**config.mk**
```make
export PLATFORM = sky130hd
export DESIGN_NAME = rcit_div
export DESIGN_NICKNAME = d
export VERILOG_FILES = /design/src/rtl/rcit_pkg.sv /design/src/rtl/rcit_div.sv
export SDC_FILE = /design/constraint.sdc
export NUM_CORES = 1
export LEC_CHECK = 0
export ABC_AREA = 1
export BUFFER_PORTS_ARGS = -buffer_cell sky130_fd_sc_hd__buf_2
export CELL_PAD_IN_SITES_DETAIL_PLACEMENT = 1
export CELL_PAD_IN_SITES_GLOBAL_PLACEMENT = 2
export CORE_UTILIZATION = 29
export DETAILED_ROUTE_END_ITERATION = 10
export GPL_ROUTABILITY_DRIVEN = 0
export PLACE_DENSITY = 0.83
export SLEW_MARGIN = 20
export SYNTH_ARGS = -nofsm -noshare
export SYNTH_HDL_FRONTEND = slang
export SYNTH_SLANG_ARGS = --single-unit
```
**constraint.sdc**
```tcl
create_clock -name clk_i -period 0.9 [get_ports clk_i]
set_clock_uncertainty 0.1 [all_clocks]
set_input_delay 0.09 -clock clk_i [delete_from_list [all_inputs] [get_ports clk_i]]
set_output_delay 0.09 -clock clk_i [all_outputs]
set_load 0.02 [all_outputs]
```
**src/rtl/rcit_pkg.sv**
```systemverilog
// Types, codes and constants of the reference-counted inode handle table.
package rcit_pkg;

  localparam int SlotsDef       = 64;
  localparam int IpbDef         = 64;
  localparam int DiskBlockBytes = 4096;

  localparam int IdxW  = 8;   // holds any slot number up to 256 slots
  localparam int InoW  = 15;
  localparam int CntW  = 16;
  localparam int BlkW  = 16;
  localparam int OffW  = 12;
  localparam int SlotW = 6;
  localparam int OpW   = 2;
  localparam int StsW  = 3;

  localparam logic [BlkW-1:0] FirstBlockRst = 16'd3;
  localparam logic [CntW-1:0] CountMax      = '1;

  typedef enum logic [OpW-1:0] {
    OP_GET   = 2'd0,
    OP_PUT   = 2'd1,
    OP_CLEAR = 2'd2
  } op_e;

  typedef enum logic [StsW-1:0] {
    STS_HIT       = 3'd0,
    STS_MISS      = 3'd1,
    STS_NOFREE    = 3'd2,
    STS_IGNORED   = 3'd3,
    STS_RELEASED  = 3'd4,
    STS_WRITEBACK = 3'd5,
    STS_CLEARED   = 3'd6
  } status_e;

  typedef enum logic [1:0] {
    S_IDLE,
    S_SCAN,
    S_DIV,
    S_RESP
  } fsm_e;

  typedef enum logic [2:0] {
    CMD_NONE,
    CMD_INC,
    CMD_DEC,
    CMD_CLAIM,
    CMD_CLEAR
  } cmd_e;

  typedef struct packed {
    logic [OpW-1:0]   operation;
    logic [InoW-1:0]  inode_number;
    logic [SlotW-1:0] slot;
  } in_t;

  typedef struct packed {
    status_e          status;
    logic [SlotW-1:0] slot_index;
    logic [CntW-1:0]  references;
    logic [InoW-1:0]  inode_of_slot;
    logic [BlkW-1:0]  disk_block;
    logic [OffW-1:0]  byte_offset;
  } out_t;

  // Search record passed from cell to cell
  typedef struct packed {
    logic             vld;
    logic [InoW-1:0]  inode;
    logic [SlotW-1:0] slot;
    logic             hit_fnd;
    logic [IdxW-1:0]  hit_idx;
    logic [CntW-1:0]  hit_cnt;
    logic             free_fnd;
    logic [IdxW-1:0]  free_idx;
    logic [CntW-1:0]  put_cnt;
    logic [InoW-1:0]  put_ino;
  } scan_t;

  // Update broadcast to all cells
  typedef struct packed {
    cmd_e            kind;
    logic [IdxW-1:0] idx;
    logic [InoW-1:0] inode;
  } cmd_t;

endpackage

```
**src/rtl/rcit_div.sv**
```systemverilog
// Inode number split by inodes per disk block: reciprocal multiply, registered.
module rcit_div #(
  parameter int IPB = rcit_pkg::IpbDef
) (
  input  logic                         clk_i,
  input  logic                         rst_ni,
  input  logic                         start_i,
  input  logic [rcit_pkg::InoW-1:0]    dividend_i,
  output logic                         done_o,
  output logic [rcit_pkg::InoW-1:0]    quot_o,
  output logic [$clog2(IPB+1)-1:0]     rem_o
);
  import rcit_pkg::*;

  localparam int RemW   = $clog2(IPB + 1);
  localparam int Shift  = InoW + $clog2(IPB);
  localparam int RecipW = InoW + 2;
  localparam int ProdW  = InoW + RecipW;
  // ceil(2^Shift / IPB): exact quotient for every InoW-bit dividend
  localparam logic [RecipW-1:0] Recip   = RecipW'(((1 << Shift) + IPB - 1) / IPB);
  localparam logic [InoW-1:0]   Divisor = InoW'(IPB);

  logic [InoW-1:0]  x_q;
  logic [InoW-1:0]  quot_q;
  logic [RemW-1:0]  rem_q;
  logic             x_vld_q;
  logic             quot_vld_q;
  logic             done_q;
  logic [ProdW-1:0] prod;
  logic [InoW-1:0]  back;

  // Quotient from the registered dividend, remainder from the quotient
  assign prod = ProdW'(x_q) * ProdW'(Recip);
  assign back = InoW'(quot_q * Divisor);

  always_ff @(posedge clk_i or negedge rst_ni) begin
    if (!rst_ni) begin
      x_vld_q    <= 1'b0;
      quot_vld_q <= 1'b0;
      done_q     <= 1'b0;
    end else begin
      x_vld_q    <= start_i;
      quot_vld_q <= x_vld_q;
      done_q     <= quot_vld_q;
    end
  end

  always_ff @(posedge clk_i) begin
    if (start_i) begin
      x_q <= dividend_i;
    end
    if (x_vld_q) begin
      quot_q <= InoW'(prod >> Shift);
    end
    if (quot_vld_q) begin
      rem_q <= RemW'(x_q - back);
    end
  end

  assign done_o = done_q;
  assign quot_o = quot_q;
  assign rem_o  = rem_q;

endmodule

```
==> metrics list, run 1 <==
- Entering global routing, the biggest net connects 17 pins.
* Category of the most critical setup path: reg2out
- Number of distinct standard cells referenced by the synthesized netlist: 6
* Sort of element at the start of the critical path: flip-flop
- Sequential cells were found to cover a little over nine tenths of the synthesized design area.
* Total power divided by cell area: roughly 2100 nW/µm²
- The die covers 3950 µm².
* Standard cell core area: approximately 3400 µm²
- Yosys instantiated no cell more often than edfxtp_1.
- The flow ran to the end, but the final reports show violations.
* Clock Tree Root: clkbuf_8
* Worst hold-check path type: in2reg
- For this run, the number of Yosys warnings is 0.
- Worst Setup End Kind: primary output
- After layout, the worst setup slack is -0.137 ns.
- Static timing analysis puts the maximum clock frequency at 0.964 GHz.
- Input and output buffers added on the ports amount to 34.
- DRC violation total after the first TritonRoute iteration: 10
- After layout, the worst path uses 115% of the clock period.
- Synthesis produced between 40 and 50 cells.
* Maximum net fanout on the critical path: 2
- Setup repair after global routing missed its margin: true
* Family of cells with the greatest summed delay on the critical path: flip-flops
- The clock reaches the later pin of the worst-skew pair after about 0.28 ns.
* Number of buffers created by CTS: 5
- Worst slack, placed: -0.0359 ns
* Number of rows created at floorplan: 21
- Total clock sinks: 34
* Instance count on the critical path: 1
- Of all flip-flops after synthesis, the portion carrying an async set or reset was 8.82%.
- For this run, the detailed router's first-pass iteration total came to 4.
* Most frequent cells after synthesis: 31 x edfxtp_1, 6 x buf_4, 3 x dfrtp_1, 3 x nand2_1, 2 x inv_1
- Clock-pin slew was measured on the worst setup and hold paths at about 0.060 ns.
* Critical Path Sink: quot_o[0]
* Starting Density: a little under a third
- The area growth from synthesis to layout is 52.4%.
- In the final layout, the share of cells above drive strength 1 is between 40% and 50%.
- Among all stages on the critical path, the largest delay is contributed by edfxtp_1.
* Logic depth of the worst register-to-register path: 3
- After layout, the minimum clock period comes to between 1 and 1.5 ns.
- Number of top-level pins: between 40 and 50
- Overall via count from detail_route: ~580
* Layout fillers: approximately 340
* Number of synthesized flops with an enable pin: 31
- Largest incremental delay on the critical path: roughly 0.4 ns
- Die boundary width: approximately 63 µm
- Summed over all cells, the static leakage comes to roughly 0.67 nW.
- Number of setup violations in the final report: 22
- The checks that failed: negative setup slack.
- Data arrives at the worst endpoint at roughly 0.85 ns.
- The worst-case IR drop observed on VDD is approximately 0.00087 V.
- First-pass GRT wire length: roughly 3.3 mm
* Bufs on Longest Clock Path: 2
- After synthesis, the largest area contributor takes up between 80% and 90% of total cell area.
- Hold Slack: ~0.0086 ns
- Final global-route overflow total: 0
- Vertical extent of the die: 62.8 µm
- Max-cap violations in this run came to 0.
- Total GRT Usage: approximately an eighth
- After detailed routing, the total wire length is around 2.2 mm.
- Most common flop cell mapped by yosys: edfxtp_1
* DP HPWL: around 1.3 mm
- Origin of the worst min-delay path: start_i
* Top cell type by total area after synthesis: edfxtp_1
- Number of nets with antenna violations after routing: 0
- Endpoint required time on the critical path: slightly above 0.7 ns
- Counting both buffers and inverters, the worst setup path holds a total of 1.
* Setup slack on the worst flop-to-flop path: -0.08 ns
- The via count of the first global-routing pass is ~640.
- List of cells traversed by the critical path: buf_2
* Residual DRC count: 0
- CTS tree: yes
* Number of antenna violations at the first check in global routing: 0
* Final Hold Viols: 0
- The worst register-to-register path begins at quot_o[0].
- Using the TritonRoute via totals, the vias-per-cell ratio works out to between 3 and 4.
* Post-synthesis instance area: 1070 µm²
- Capture point of the worst reg-to-reg path: rem_o[6]
- The synthesized design contains 34 register bits.
- Antenna Cells: 0
- Avg Inst Size Synth: approximately 23 µm²
- H-tree depth: 2
- Launching instance or port of the critical path: quot_o[0]
- Count of pins over their slew limit: 0
* Top area cells in the synthesized netlist: edfxtp_1 87%, dfrtp_1 7.0%, buf_4 4.2%
- Per-cell routed wire length: between 10 and 15 µm
- For this run, the post-layout net count is approximately 120.
-- sequential cells by signal, summed over array words and instances, names as in the netlist --
signal and flops:
done_o 1, quot_o 9, quot_vld_q 1, rem_o 7, x_q 15, x_vld_q 1
-- layout by cell type, fill, tap and decap left out, drive strengths merged --
cell / n
buf: 37
clkbuf: 7
clkinv: 1
conb: 6
dfrtp: 3
dlygate4sd3: 16
edfxtp: 31
inv: 2
nand2: 3
-- metal layers --
layer / wire length, µm / vias up / part of all wire [%] / GRT usage, %
li1: - / 272 / - / -
met1: 879 / 266 / 40 / 12.4
met2: 1090 / 33 / 50 / 20.1
met3: 149 / 4 / 6.8 / 5.11
met4: 75 / 0 / 3.4 / 8.72
met5: 0 / - / 0 / 0
-- report_power, final --
group	internal [mW]	leakage, nW	total [mW]	switching (mW)
clock network	0.616	0.0482	1.12	0.508
registers	1.87	0.337	1.92	0.0547
logic	0.175	0.282	0.356	0.180
total	2.66	0.667	3.40	0.743
-- worst min path at each step --
stage | to | cells past startpoint
2_1_floorplan | done_o | 0
3_3_place_gp | done_o | 1
3_5_place_dp | done_o | 1
4_1_cts | x_vld_q | 1
5_1_grt | x_vld_q | 1
6_report | x_vld_q | 1
-- cell families (layout without fill, tap and decap cells) --
kind of cell  after synthesis  after routing  share of synthesized area (%)
flops                      34             34                           93.7
simple gates                3              3                           1.05
buf+inv                     8             63                           4.90
other cells                 1              6                          0.349
-- final cells by class --
cell class | count | area (µm²) | area share [%]
timing repair buffer | 53 | 435 | 26.6
clock inverter | 1 | 5.00 | 0.306
tap | 46 | 57.6 | 3.52
sequential | 34 | 1010 | 61.6
multi-input combinational | 9 | 36.3 | 2.22
clock buffer | 7 | 86.3 | 5.28
inverter | 2 | 7.51 | 0.459
-- stage by stage --
step	cells	power (mW)	TNS, ns	util [%]	cell area (µm²)
6_report	152	3.40	-1.82	47.5	1640
5_1_grt	152	3.51	-2.33	47.5	1640
4_1_cts	152	3.38	-1.90	46.0	1580
3_5_place_dp	125	2.18	-0.251	37.1	1280
3_3_place_gp	125	2.16	0	37.1	1280
2_1_floorplan	51	2.07	-0.0645	-	1090
-- what timing repair did --
action | in CTS | in global routing
endpoints found under the hold margin | 18 | 0
resized for setup | 12 | 17
endpoints found under the setup margin | 33 | 27
setup buffers | 3 | 0
hold buffers | 16 | 0
Note: power is estimated with default switching activity, not from simulation.
==> run 2: changes to the inputs <==
--- a/config.mk
+++ b/config.mk
@@ -13,6 +13,7 @@
 export DETAILED_ROUTE_END_ITERATION = 10
 export GPL_ROUTABILITY_DRIVEN = 0
 export PLACE_DENSITY = 0.83
+export SETUP_SLACK_MARGIN = 0.2
 export SLEW_MARGIN = 20
 export SYNTH_ARGS = -nofsm -noshare
 export SYNTH_HDL_FRONTEND = slang
==> metrics list, run 2 (synthesis gave the netlist of run 1 again) <==
- Result of the run: finished with violations
* Failing checks: negative hold slack, negative setup slack
- Overall via count from detail_route: 530 (-7.8%)
* Instance count on the critical path: 1 (unchanged)
- Clock Tree Root: clkbuf_8
- Net load switching power: 735 µW (-1.1%)
- The total power per unit cell area was 2240 nW/µm² (+7.9%).
- The largest net degree at the start of global routing came to 17 (unchanged).
* Total of buffers placed on input and output ports: 34 (unchanged)
- Number of antenna violations at the first check in global routing: 0 (unchanged)
- The standby leakage power was 0.605 nW (-9.3%).
* Residual DRC count: 0 (unchanged)
- The number of nets in the layout came to 108 (-12%).
- Final Hold Viols: 15 (+15)
- Number of setup violations in the final report: 18 (-18%)
* Power share of the clock group: 33.8% (+0.8 points)
- Switching portion of total power: 21.9% (+0.082 points)
* Flop pwr share: 57.3% (+0.8 points)
* Reg with most FFs: x_q
- The kind of cell with the highest combined delay along the critical path is flip-flops.
- The number of search-and-repair iterations in the first detailed-routing pass is 4 (unchanged).
- The total global routing overflow came to 0 (unchanged).
- The I/O pin count came to 41 (unchanged).
* Met2 routed WL: 899 µm (-18%)
- H-tree depth: 2 (unchanged)
- Vias in the first global route: 525 (-18%)
- Highest Clock Rate: 0.955 GHz (-1.0%)
* Total clock sinks: 34 (unchanged)
- Number of nets with antenna violations after routing: 0 (unchanged)
* Via count normalized by instance count: 3.87 (+2.3%)
- The overall die area was 3950 µm² (unchanged).
- The clock period minus worst slack was 1.05 ns (+0.0105 ns).
- The worst-case setup margin in the final layout was -0.148 ns (-0.0105 ns).
- Critical path arrival: 0.86 ns (about the same)
- The cell internal power dissipation was 2.62 mW (-1.6%).
- The number of cells on the worst reg-to-reg path is 3 (unchanged).
* Launching instance or port of the critical path: rem_o[2]
- Traced cell by cell, the critical path runs through buf_6.
* Combinational cell fraction of total power: 8.9% (-1.6 points)
* Worst Setup End Kind: primary output
- Per-cell routed wire length: 13.3 µm (-8.1%)
- Clock latency on the worst-skew pair: 0.27 ns (about the same)
* DP HPWL: 1.21 mm (-9.9%)
- Top library cells by usage in the layout, fill and taps aside: 31 x edfxtp_1, 21 x buf_2, 15 x buf_6
- Routed wire length on met3: 92 µm (-38%)
- Hold Slack: -0.115 ns (-0.124 ns)
* Non-Filler Cell Area, Final: 1490 µm² (-8.7%)
* Number of buffers added to fix hold violations after cts: 1 (-15)
- The number of cell rows is 21 (unchanged).
- Antenna Cells: 0 (unchanged)
- The max-cap check violation count was 0 (unchanged).
- The total count of max-transition violations in the final report was 0 (unchanged).
* CTS tree: yes
- First-pass GRT wire length: 2.67 mm (-19%)
- The maximum net fanout on the critical path is 1 (-1).
* Slowest cell on crit path: edfxtp_1
* Share of final-layout standard cells stronger than drive strength 1: 51.6% (+7.3 points)
- The die span in x is 62.8 µm (unchanged).
- The count of buffer and inverter cells on the critical path was 1 (unchanged).
- Post-layout power: 3.35 mW (-1.5%)
- The min-delay analysis places its worst path in the category in2reg.
* Setup slack on the worst flop-to-flop path: -0.11 ns (-0.03 ns)
- The delay of the slowest cell on the worst path is 0.42 ns (+0.03 ns).
- Post-Place Cell Area: 1280 µm² (about the same)
- The chip height was 62.8 µm (unchanged).
* Largest register FFs: 15 (unchanged)
* Endpoint required time on the critical path: 0.71 ns (about the same)
* DRC violation total after the first TritonRoute iteration: 21 (+11)
* Standard cell core area: 3440 µm² (unchanged)
- The starting density of the core came to 31.2% (unchanged).
* Critical Path Sink: rem_o[2]
- Capture point of the worst reg-to-reg path: rem_o[6]
* Bufs on Longest Clock Path: 2 (unchanged)
* Sort of element at the start of the critical path: flip-flop
* Category of the most critical setup path: reg2out
- Total GRT Usage: 9.75% (-2.5 points)
* Layout fillers: 336 (-2.3%)
* Post-synthesis to final-layout area growth: 39.2%
* Number of buffers created by CTS: 5 (unchanged)
- Top layer used by detailed routing: met4
* Clock-pin slew reported for the worst setup and hold paths after clock tree synthesis: 0.07 ns (about the same)
- The routed length on met1 came to 789 µm (-10%).
- Commonest non-fill, non-tap cell in the layout: edfxtp_1
- The total wire length after detailed routing is 1.82 mm (-17%).
- Setup repair after global routing could not meet its margin everywhere.
- Max VDD drop: 0.000577 V (-33%)
- The worst register-to-register path begins at quot_o[0].
- Final clock period utilization by the worst path: 116% (+1.2 points)
[run 2: metal layers]
layer / vias up / global-route usage [%]
li1: 241 / -
met1: 260 / 11.2
met2: 25 / 14.5
met3: 4 / 4.20
met4: 0 / 6.98
met5: - / 0
[run 2: worst min-delay path by stage]
| stage | start | end | cells past startpoint |
|---|---|---|---|
| 3_3_place_gp | rst_ni | done_o | 1 |
| 3_5_place_dp | rst_ni | done_o | 1 |
| 6_report | dividend_i[3] | x_q[3] | 1 |
| 2_1_floorplan | rst_ni | done_o | 0 |
| 4_1_cts | dividend_i[3] | x_q[3] | 1 |
| 5_1_grt | dividend_i[10] | x_q[10] | 1 |
[run 2: power by group through the flow]
| stage | clock network [mW] | logic, mW | registers (mW) |
|---|---|---|---|
| 5_1_grt | 1.24 | 0.318 | 1.93 |
| 4_1_cts | 1.17 | 0.267 | 1.91 |
| 3_5_place_dp | 0 | 0.221 | 1.95 |
| 3_3_place_gp | 0 | 0.217 | 1.94 |
| 6_report | 1.13 | 0.300 | 1.92 |
| 2_1_floorplan | 0 | 0.0487 | 2.02 |
[run 2: metrics by stage]
| stage | cells | worst slack [ns] | setup TNS [ns] | utilization (%) |
|---|---|---|---|---|
| final | 137 | -0.148 | -1.83 | 43.4 |
| after global routing | 137 | -0.173 | -2.50 | 43.4 |
| after CTS | 137 | -0.146 | -1.98 | 41.9 |
| after detailed placement | 125 | 0.00476 | 0 | 37.1 |
| after global placement | 125 | 0.0359 | 0 | 37.1 |
| after floorplan | 51 | -0.0645 | -0.0645 | - |
[run 2: final cells by class]
cell class              instances  area [µm²]  area share [%]
multi-input cells               9        33.8            2.26
repair buffers                 38         292            19.5
flip-flops and latches         34        1010            67.5
well taps                      46        57.6            3.85
inverters                       2        7.51           0.503
clock inverters                 2        12.5           0.838
clock buffers                   6        82.6            5.53
[run 2: repair_timing]
action | CTS | global route
gates resized for setup | 13 | 16
setup endpoints to repair | 51 | 51
pin swaps | 3 | 0
setup buffers | 3 | 0
hold endpoints to repair | 18 | 15
